===== src/rtl/pors_pkg.sv =====
// Shared types and constants for the priority-ordered run scheduler.
package pors_pkg;

  localparam int NAME_W  = 8;
  localparam int LEN_W   = 16;
  localparam int PRIO_W  = 8;
  localparam int CLOCK_W = 32;
  localparam int OCC_W   = 5;

  // Action codes carried by the input item.
  localparam logic ACT_ADD  = 1'b0;
  localparam logic ACT_TICK = 1'b1;

  // One queue slot as it sits in the table memory.
  typedef struct packed {
    logic [NAME_W-1:0] name;
    logic [LEN_W-1:0]  remaining;
    logic [PRIO_W-1:0] prio;
  } entry_t;

  localparam int ENTRY_W = $bits(entry_t);

  // Commands from the controller to the datapath.
  typedef struct packed {
    logic load_item;   // capture the accepted item, clear the result
    logic rd_tail;     // point at the tail, read the last entry
    logic ins_shift;   // move the read entry back one slot, read the one ahead
    logic ins_place;   // write the new entry at the current slot
    logic reject;      // flag the add as refused
    logic rd_head;     // read the head entry
    logic head_run;    // report the head and advance the time counter
    logic head_dec;    // write the head back with one unit less
    logic drop_begin;  // start closing the gap left by the head
    logic drop_step;   // move the read entry forward one slot
    logic count_dec;   // one entry fewer
    logic finish;      // load the output register
  } cmd_t;

  // Status from the datapath to the controller.
  typedef struct packed {
    logic is_add;
    logic len_zero;
    logic full;
    logic empty;
    logic stop;        // new priority is above the entry just read
    logic idx_one;
    logic head_last;   // head has at most one unit left
    logic count_one;
    logic drop_last;
    logic out_busy;    // output register holds a result that is not taken
  } stat_t;

endpackage


===== src/rtl/priority_ordered_run_scheduler.sv =====
// Top level of the preemptive priority run scheduler.
//
//   Channel  Direction  Handshake            Payload
//   in       input      in_valid / in_stall  action, proc_name, run_length, prio_value
//   out      output     out_valid/out_stall  ran, ran_name, run_clock, rejected,
//                                            occupancy
//
// An add scans from the tail, moving each entry behind the new one back one slot
// (up to QUEUE_DEPTH - 1 entries), places the new entry and loads the output
// register; a refused or zero-time add skips to that load. A tick reads and runs
// the head, closes the gap when the head finishes, then loads; on an empty queue
// it skips to the load. The next item is taken from the cycle after the result
// loads. The table moves one entry per cycle via its single read and write port.
// Reset clears the entry count and time counter; the table itself is not swept.
// A result waits in the output register while out_stall is high; the next
// item is taken meanwhile and holds in its last cycle until that transfer.
module priority_ordered_run_scheduler import pors_pkg::*; #(
  parameter int QUEUE_DEPTH = 16
) (
  input  logic               clk,
  input  logic               rst,
  input  logic               in_valid,
  output logic               in_stall,
  input  logic               action,
  input  logic [NAME_W-1:0]  proc_name,
  input  logic [LEN_W-1:0]   run_length,
  input  logic [PRIO_W-1:0]  prio_value,
  output logic               out_valid,
  input  logic               out_stall,
  output logic               ran,
  output logic [NAME_W-1:0]  ran_name,
  output logic [CLOCK_W-1:0] run_clock,
  output logic               rejected,
  output logic [OCC_W-1:0]   occupancy
);

  cmd_t  cmd;
  stat_t stat;

  // Sequencer.
  pors_ctrl u_ctrl (
    .clk      (clk),
    .rst      (rst),
    .in_valid (in_valid),
    .in_stall (in_stall),
    .stat     (stat),
    .cmd      (cmd)
  );

  // Table, counters and output register.
  pors_dp #(
    .QUEUE_DEPTH (QUEUE_DEPTH)
  ) u_dp (
    .clk        (clk),
    .rst        (rst),
    .cmd        (cmd),
    .stat       (stat),
    .action     (action),
    .proc_name  (proc_name),
    .run_length (run_length),
    .prio_value (prio_value),
    .out_valid  (out_valid),
    .out_stall  (out_stall),
    .ran        (ran),
    .ran_name   (ran_name),
    .run_clock  (run_clock),
    .rejected   (rejected),
    .occupancy  (occupancy)
  );

endmodule


===== src/rtl/pors_ram.sv =====
// Generic single-write, single-read memory with a registered read port.
module pors_ram import pors_pkg::*; #(
  parameter int WIDTH = 32,
  parameter int DEPTH = 16
) (
  input  logic                     clk,
  input  logic                     wr_en,
  input  logic [$clog2(DEPTH)-1:0] wr_addr,
  input  logic [WIDTH-1:0]         wr_data,
  input  logic                     rd_en,
  input  logic [$clog2(DEPTH)-1:0] rd_addr,
  output logic [WIDTH-1:0]         rd_data
);

  logic [WIDTH-1:0] mem [DEPTH];

  // Write port and registered read port.
  always_ff @(posedge clk) begin
    if (wr_en) begin
      mem[wr_addr] <= wr_data;
    end
    if (rd_en) begin
      rd_data <= mem[rd_addr];
    end
  end

endmodule


===== src/rtl/pors_ctrl.sv =====
// Controller state machine that sequences adds and ticks over the queue table.
module pors_ctrl import pors_pkg::*; (
  input  logic  clk,
  input  logic  rst,
  input  logic  in_valid,
  output logic  in_stall,
  input  stat_t stat,
  output cmd_t  cmd
);

  localparam logic [2:0] ST_IDLE     = 3'd0;
  localparam logic [2:0] ST_DISPATCH = 3'd1;
  localparam logic [2:0] ST_INS_SCAN = 3'd2;
  localparam logic [2:0] ST_INS_PUT  = 3'd3;
  localparam logic [2:0] ST_HEAD     = 3'd4;
  localparam logic [2:0] ST_DROP     = 3'd5;
  localparam logic [2:0] ST_FINISH   = 3'd6;

  logic [2:0] state;
  logic [2:0] state_next;

  // One item is worked on at a time; the input waits outside idle.
  assign in_stall = (state != ST_IDLE);

  // Next state and commands.
  always_comb begin
    state_next = state;
    cmd        = '0;
    case (state)
      ST_IDLE: begin
        if (in_valid) begin
          cmd.load_item = 1'b1;
          state_next    = ST_DISPATCH;
        end
      end
      ST_DISPATCH: begin
        if (stat.is_add) begin
          if (stat.len_zero) begin
            state_next = ST_FINISH;
          end else if (stat.full) begin
            cmd.reject = 1'b1;
            state_next = ST_FINISH;
          end else begin
            cmd.rd_tail = 1'b1;
            state_next  = stat.empty ? ST_INS_PUT : ST_INS_SCAN;
          end
        end else begin
          if (stat.empty) begin
            state_next = ST_FINISH;
          end else begin
            cmd.rd_head = 1'b1;
            state_next  = ST_HEAD;
          end
        end
      end
      ST_INS_SCAN: begin
        // Walk from the tail toward the head, moving entries back by one.
        if (stat.stop) begin
          cmd.ins_place = 1'b1;
          state_next    = ST_FINISH;
        end else begin
          cmd.ins_shift = 1'b1;
          if (stat.idx_one) begin
            state_next = ST_INS_PUT;
          end
        end
      end
      ST_INS_PUT: begin
        cmd.ins_place = 1'b1;
        state_next    = ST_FINISH;
      end
      ST_HEAD: begin
        cmd.head_run = 1'b1;
        if (stat.head_last) begin
          if (stat.count_one) begin
            cmd.count_dec = 1'b1;
            state_next    = ST_FINISH;
          end else begin
            cmd.drop_begin = 1'b1;
            state_next     = ST_DROP;
          end
        end else begin
          cmd.head_dec = 1'b1;
          state_next   = ST_FINISH;
        end
      end
      ST_DROP: begin
        cmd.drop_step = 1'b1;
        if (stat.drop_last) begin
          cmd.count_dec = 1'b1;
          state_next    = ST_FINISH;
        end
      end
      ST_FINISH: begin
        if (!stat.out_busy) begin
          cmd.finish = 1'b1;
          state_next = ST_IDLE;
        end
      end
      default: begin
        state_next = ST_IDLE;
      end
    endcase
  end

  // State register.
  always_ff @(posedge clk) begin
    if (rst) begin
      state <= ST_IDLE;
    end else begin
      state <= state_next;
    end
  end

endmodule


===== src/rtl/pors_dp.sv =====
// Datapath: item registers, queue table memory, counters and the output register.
module pors_dp import pors_pkg::*; #(
  parameter int QUEUE_DEPTH = 16
) (
  input  logic               clk,
  input  logic               rst,
  input  cmd_t               cmd,
  output stat_t              stat,
  input  logic               action,
  input  logic [NAME_W-1:0]  proc_name,
  input  logic [LEN_W-1:0]   run_length,
  input  logic [PRIO_W-1:0]  prio_value,
  output logic               out_valid,
  input  logic               out_stall,
  output logic               ran,
  output logic [NAME_W-1:0]  ran_name,
  output logic [CLOCK_W-1:0] run_clock,
  output logic               rejected,
  output logic [OCC_W-1:0]   occupancy
);

  localparam int AW = $clog2(QUEUE_DEPTH);
  localparam int CW = $clog2(QUEUE_DEPTH + 1);

  // Accepted item.
  logic              it_act;
  logic [NAME_W-1:0] it_name;
  logic [LEN_W-1:0]  it_len;
  logic [PRIO_W-1:0] it_prio;

  // Queue bookkeeping and time counter.
  logic [CW-1:0]      idx;
  logic [CW-1:0]      count;
  logic [CLOCK_W-1:0] elapsed;

  // Result being built for the current item.
  logic               res_ran;
  logic [NAME_W-1:0]  res_name;
  logic [CLOCK_W-1:0] res_clock;
  logic               res_rej;

  // Memory ports.
  logic               wr_en;
  logic [AW-1:0]      wr_addr;
  logic [ENTRY_W-1:0] wr_data;
  logic               rd_en;
  logic [AW-1:0]      rd_addr;
  logic [ENTRY_W-1:0] rd_raw;

  entry_t        rd_entry;
  entry_t        new_entry;
  entry_t        dec_entry;
  logic [CW-1:0] idx_m1;
  logic [CW-1:0] idx_m2;
  logic [CW-1:0] idx_p1;
  logic [CW-1:0] count_m1;

  pors_ram #(
    .WIDTH (ENTRY_W),
    .DEPTH (QUEUE_DEPTH)
  ) u_table (
    .clk     (clk),
    .wr_en   (wr_en),
    .wr_addr (wr_addr),
    .wr_data (wr_data),
    .rd_en   (rd_en),
    .rd_addr (rd_addr),
    .rd_data (rd_raw)
  );

  assign rd_entry  = entry_t'(rd_raw);
  assign new_entry = '{name: it_name, remaining: it_len, prio: it_prio};
  assign dec_entry = '{name: rd_entry.name, remaining: rd_entry.remaining - LEN_W'(1),
                       prio: rd_entry.prio};
  assign idx_m1    = idx - CW'(1);
  assign idx_m2    = idx - CW'(2);
  assign idx_p1    = idx + CW'(1);
  assign count_m1  = count - CW'(1);

  // Status for the controller.
  always_comb begin
    stat.is_add    = (it_act == ACT_ADD);
    stat.len_zero  = (it_len == '0);
    stat.full      = (count == CW'(QUEUE_DEPTH));
    stat.empty     = (count == '0);
    stat.stop      = (it_prio > rd_entry.prio);
    stat.idx_one   = (idx == CW'(1));
    stat.head_last = (rd_entry.remaining <= LEN_W'(1));
    stat.count_one = (count == CW'(1));
    stat.drop_last = (idx_p1 == count);
    stat.out_busy  = out_valid && out_stall;
  end

  // Table write port.
  always_comb begin
    wr_en   = 1'b0;
    wr_addr = idx[AW-1:0];
    wr_data = rd_raw;
    if (cmd.ins_shift) begin
      wr_en = 1'b1;
    end
    if (cmd.ins_place) begin
      wr_en   = 1'b1;
      wr_data = new_entry;
    end
    if (cmd.head_dec) begin
      wr_en   = 1'b1;
      wr_addr = '0;
      wr_data = dec_entry;
    end
    if (cmd.drop_step) begin
      wr_en   = 1'b1;
      wr_addr = idx_m1[AW-1:0];
    end
  end

  // Table read port; each read is issued in the cycle before its data is used.
  always_comb begin
    rd_en   = 1'b0;
    rd_addr = '0;
    if (cmd.rd_tail) begin
      rd_en   = !stat.empty;
      rd_addr = count_m1[AW-1:0];
    end
    if (cmd.rd_head) begin
      rd_en = 1'b1;
    end
    if (cmd.ins_shift) begin
      rd_en   = !stat.idx_one;
      rd_addr = idx_m2[AW-1:0];
    end
    if (cmd.drop_begin) begin
      rd_en   = 1'b1;
      rd_addr = AW'(1);
    end
    if (cmd.drop_step) begin
      rd_en   = !stat.drop_last;
      rd_addr = idx_p1[AW-1:0];
    end
  end

  // Item capture, slot index and result staging.
  always_ff @(posedge clk) begin
    if (cmd.load_item) begin
      it_act    <= action;
      it_name   <= proc_name;
      it_len    <= run_length;
      it_prio   <= prio_value;
      res_ran   <= 1'b0;
      res_name  <= '0;
      res_clock <= '0;
      res_rej   <= 1'b0;
    end
    if (cmd.rd_tail) begin
      idx <= count;
    end
    if (cmd.ins_shift) begin
      idx <= idx_m1;
    end
    if (cmd.drop_begin) begin
      idx <= CW'(1);
    end
    if (cmd.drop_step) begin
      idx <= idx_p1;
    end
    if (cmd.head_run) begin
      res_ran   <= 1'b1;
      res_name  <= rd_entry.name;
      res_clock <= elapsed;
    end
    if (cmd.reject) begin
      res_rej <= 1'b1;
    end
    if (cmd.finish) begin
      ran       <= res_ran;
      ran_name  <= res_name;
      run_clock <= res_clock;
      rejected  <= res_rej;
      occupancy <= OCC_W'(count);
    end
  end

  // Entry count, time counter and output valid.
  always_ff @(posedge clk) begin
    if (rst) begin
      count     <= '0;
      elapsed   <= '0;
      out_valid <= 1'b0;
    end else begin
      if (cmd.ins_place) begin
        count <= count + CW'(1);
      end else if (cmd.count_dec) begin
        count <= count_m1;
      end
      if (cmd.head_run) begin
        elapsed <= elapsed + CLOCK_W'(1);
      end
      if (cmd.finish) begin
        out_valid <= 1'b1;
      end else if (!out_stall) begin
        out_valid <= 1'b0;
      end
    end
  end

endmodule


===== config.mk =====
export PLATFORM = sky130hd
export DESIGN_NAME = priority_ordered_run_scheduler
export DESIGN_NICKNAME = d
export VERILOG_FILES = /design/src/rtl/pors_pkg.sv /design/src/rtl/priority_ordered_run_scheduler.sv /design/src/rtl/pors_ram.sv /design/src/rtl/pors_ctrl.sv /design/src/rtl/pors_dp.sv
export SDC_FILE = /design/constraint.sdc
export NUM_CORES = 1
export LEC_CHECK = 0
export BUFFER_PORTS_ARGS = -buffer_cell sky130_fd_sc_hd__buf_2
export CORE_MARGIN = 5
export CORE_UTILIZATION = 66
export CTS_CLUSTER_DIAMETER = 60
export DETAILED_ROUTE_END_ITERATION = 16
export PLACE_DENSITY = 0.84
export SLEW_MARGIN = 20
export SYNTH_ARGS = -nofsm -noshare
export SYNTH_HDL_FRONTEND = slang
export SYNTH_HIERARCHICAL = 1
export SYNTH_SLANG_ARGS = --single-unit

===== constraint.sdc =====
create_clock -name clk -period 10 [get_ports clk]
set_input_delay 2 -clock clk [delete_from_list [all_inputs] [get_ports clk]]
set_output_delay 2 -clock clk [all_outputs]
set_load 0.02 [all_outputs]

==> results.toml <==
[global_route]
grt_max_degree = 91
grt_pass1_vias = 15596
grt_first_pass_wirelength_um = 94400
grt_usage = 0.270
grt_remaining_overflow = 0
antenna_found_initial = 0

[floorplan]
dieArea_sq_mm = 0.0468
start_util = 0.669
io_pins = 86
row_count = 75
die_w_um = 216
core_area_sq_mm = 0.0420
fp.dieH_um = 216

[clock_network]
cts.sinks = 712
cts_resized = 0
cts_tree = "done"
clock_latency_ns = 0.59
cts_root_buf = "clkbuf_16"
holdBufCountCts = 0
htree_num_levels = 3
cts_setup_buffers = 0
clk_pin_slew_ns = 0.06
clockBufferDepth = 3
numCtsBuffers = 70

[sta]
maxSlewViolCount = 0
timing.final.crit_share = 0.516
clock.fmax_mhz = 194
worst_slew_pin_slew_ns = 1.14
setup_tns_ns = 0
rsz0062_at_grt = "no"
clock_skew_ns = 0.0218
max_slew_margin = 0.239
hold_viol_final = 0
setup_viol = 0
finalCriticalPeriod_ns = 5.16

[logic_synthesis]
synth_fp_nets = 1597
yosys.area.top_type = "edfxtp_1"
syn_area_sq_mm = 0.0281
syn_avg_cell_area_sq_um = 18.3
synth.most_common_cell = "edfxtp_1"
synth_cells = 1539
synthTopCellsByArea = "edfxtp_1, mux4_2, dfxtp_1"
ys_types = 58
synth.yosys.seq_area_share = 0.745
synth_top_area_frac = 0.715
ys_ff_latch = 712
synth-edff-count = 669
ys_warn_count = 6
async_reset_ff_frac = 0
ys.flop_type = "edfxtp_1"
synth.cells.most_frequent = "edfxtp_1, mux4_2, nor2_1"

[power_and_ir_drop]
max-vdd-ir-drop_uv = 198
leakagePower_uw = 0.0103
power_density_mw_per_mm2 = 322

[layout]
synthToLayoutAreaGrowth_pct = 12.7
drive_gt1_frac = 0.247
diodes = 0
fin_cells = 2249
multi_input_area_sq_mm = 0.00691
fill_cells = 2253
final_nets = 1714
ff_latch_area_sq_mm = 0.0210

[run_status]
status = "complete, no violations"

[route]
antenna_left = 0
met1_length_um = 21400
wl_met2_um = 32500
wl_um = 62900
routedWlPerCell_um = 27.9
viasPerCell = 6.77
drt_iter0_drc = 2232
drt-pass1-iter-count = 6
dr_wl_met3_um = 6330
routed.top_layer = "met4"
drc = 0
num_vias = 15222

[setup_path]
required_ns = 10.22
critical_path_class = "flop to flop"
setup.worst_path.start_class = "flop"
cp_max_fo = 34
cp.arrival_ns = 5.38
endpoint_kind = "flop"

[placed_design]
io_buffers = 85
gp_congestion = 0.868
dp.cells = 2122
place_hpwl_um = 31700

[run]
drv_cap = 0

[min_path]
hold_class = "flop to flop"
[layout make-up]
type / instances / share of cell area
sequential: 712 / 0.661
clock buffer: 91 / 0.0614
clock inverter: 35 / 0.0106
tap: 539 / 0.0213
multi-input combinational: 715 / 0.218
inverter: 32 / 0.00379
timing repair buffer: 125 / 0.0232
[worst paths after layout]
kind / slack [ns] / start / end / cells past startpoint
setup / recovery: 4.84 / u_dp/u_table/rd_data[17]$_DFFE_PP_ / u_dp/u_table/mem[12][15]$_DFFE_PP_ / 11
hold / removal: 0.42 / u_dp/res_clock[6]$_SDFFCE_PN0P_ / u_dp/run_clock[6]$_DFFE_PP_ / 0
setup reg to reg: 4.84 / u_dp/u_table/rd_data[17]$_DFFE_PP_ / u_dp/u_table/mem[12][15]$_DFFE_PP_ / 11
hold reg to reg: 0.42 / u_dp/res_clock[6]$_SDFFCE_PN0P_ / u_dp/run_clock[6]$_DFFE_PP_ / 0
[flip-flops by register name (all words and copies together), names as in the netlist, 3 cells and up]
name	count
u_dp/ran_name	8
u_dp/elapsed	32
u_dp/run_clock	32
u_dp/it_name	8
u_dp/occupancy	5
u_dp/count	5
u_dp/u_table/rd_data	32
u_dp/res_name	8
u_ctrl/state	3
u_dp/res_clock	32
u_dp/idx	5
u_dp/u_table/mem	512
u_dp/it_len	16
u_dp/it_prio	8
[cell usage in the layout (no fill, tap or decap), types with 16 or more instances in the layout]
master,netlist,layout
edfxtp_1,669,669
o21ai_0,29,26
a21oi_1,31,25
nand3_1,17,17
inv_1,32,32
mux4_2,128,128
a211oi_1,18,18
a22oi_1,64,64
mux2_2,19,19
nor2_1,72,56
buf_4,9,38
nor3_1,20,16
nand2_1,68,68
nor2b_1,24,22
and2_1,43,43
xnor2_1,23,23
dfxtp_1,43,43
buf_2,13,86
nor4_1,17,17
clkbuf_16,0,74
ha_1,21,21
[metal layers]
| layer | up-vias | GRT usage |
|---|---|---|
| met5 | - | 0 |
| met4 | 0 | 0.115 |
| met3 | 210 | 0.0507 |
| met2 | 1013 | 0.464 |
| met1 | 7614 | 0.343 |
| li1 | 6385 | - |
[stage by stage]
step	instance area, sq um	hold slack, ns	utilization	total power [uW]	setup WS [ns]
final	31700	0.417	0.753	10200	4.84
after global routing	31700	0.425	0.753	10600	4.67
after CTS	31600	0.418	0.752	10200	4.88
after detailed placement	29300	0.405	0.698	7510	5.04
after global placement	29300	0.400	0.698	7350	5.22
after floorplan	28100	0.400	-	6590	4.90
[critical path, stage by stage (launching register included)]
cell and delay [ns]:
edfxtp_1 0.48, or4_1 0.62, nor4_1 0.44, and3_1 0.41
nor2_2 0.09, buf_4 0.28, nand2_1 0.15, nand3_1 0.11
o21ai_0 0.22, nand3_1 0.42, nor3_2 0.96, buf_4 0.58
[report_power, final]
part | switching (uW) | internal (uW)
Combinational | 1950 | 1090
Sequential | 216 | 4340
Clock | 1080 | 1530
[logic make-up (layout without fill, tap and decap cells)]
| group | Yosys count | count (layout) | share of synthesized area |
|---|---|---|---|
| flip-flops | 712 | 712 | 0.745 |
| XOR/XNOR | 40 | 40 | 0.0135 |
| AO/OA/AOI/OAI | 178 | 178 | 0.0426 |
| multiplexers | 149 | 149 | 0.111 |
| buffers and inverters | 112 | 283 | 0.0167 |
| adder cells (fa/ha/maj) | 21 | 21 | 0.00935 |
| AND/OR/NAND/NOR | 327 | 327 | 0.0617 |
(Power assumes the default switching activity.)
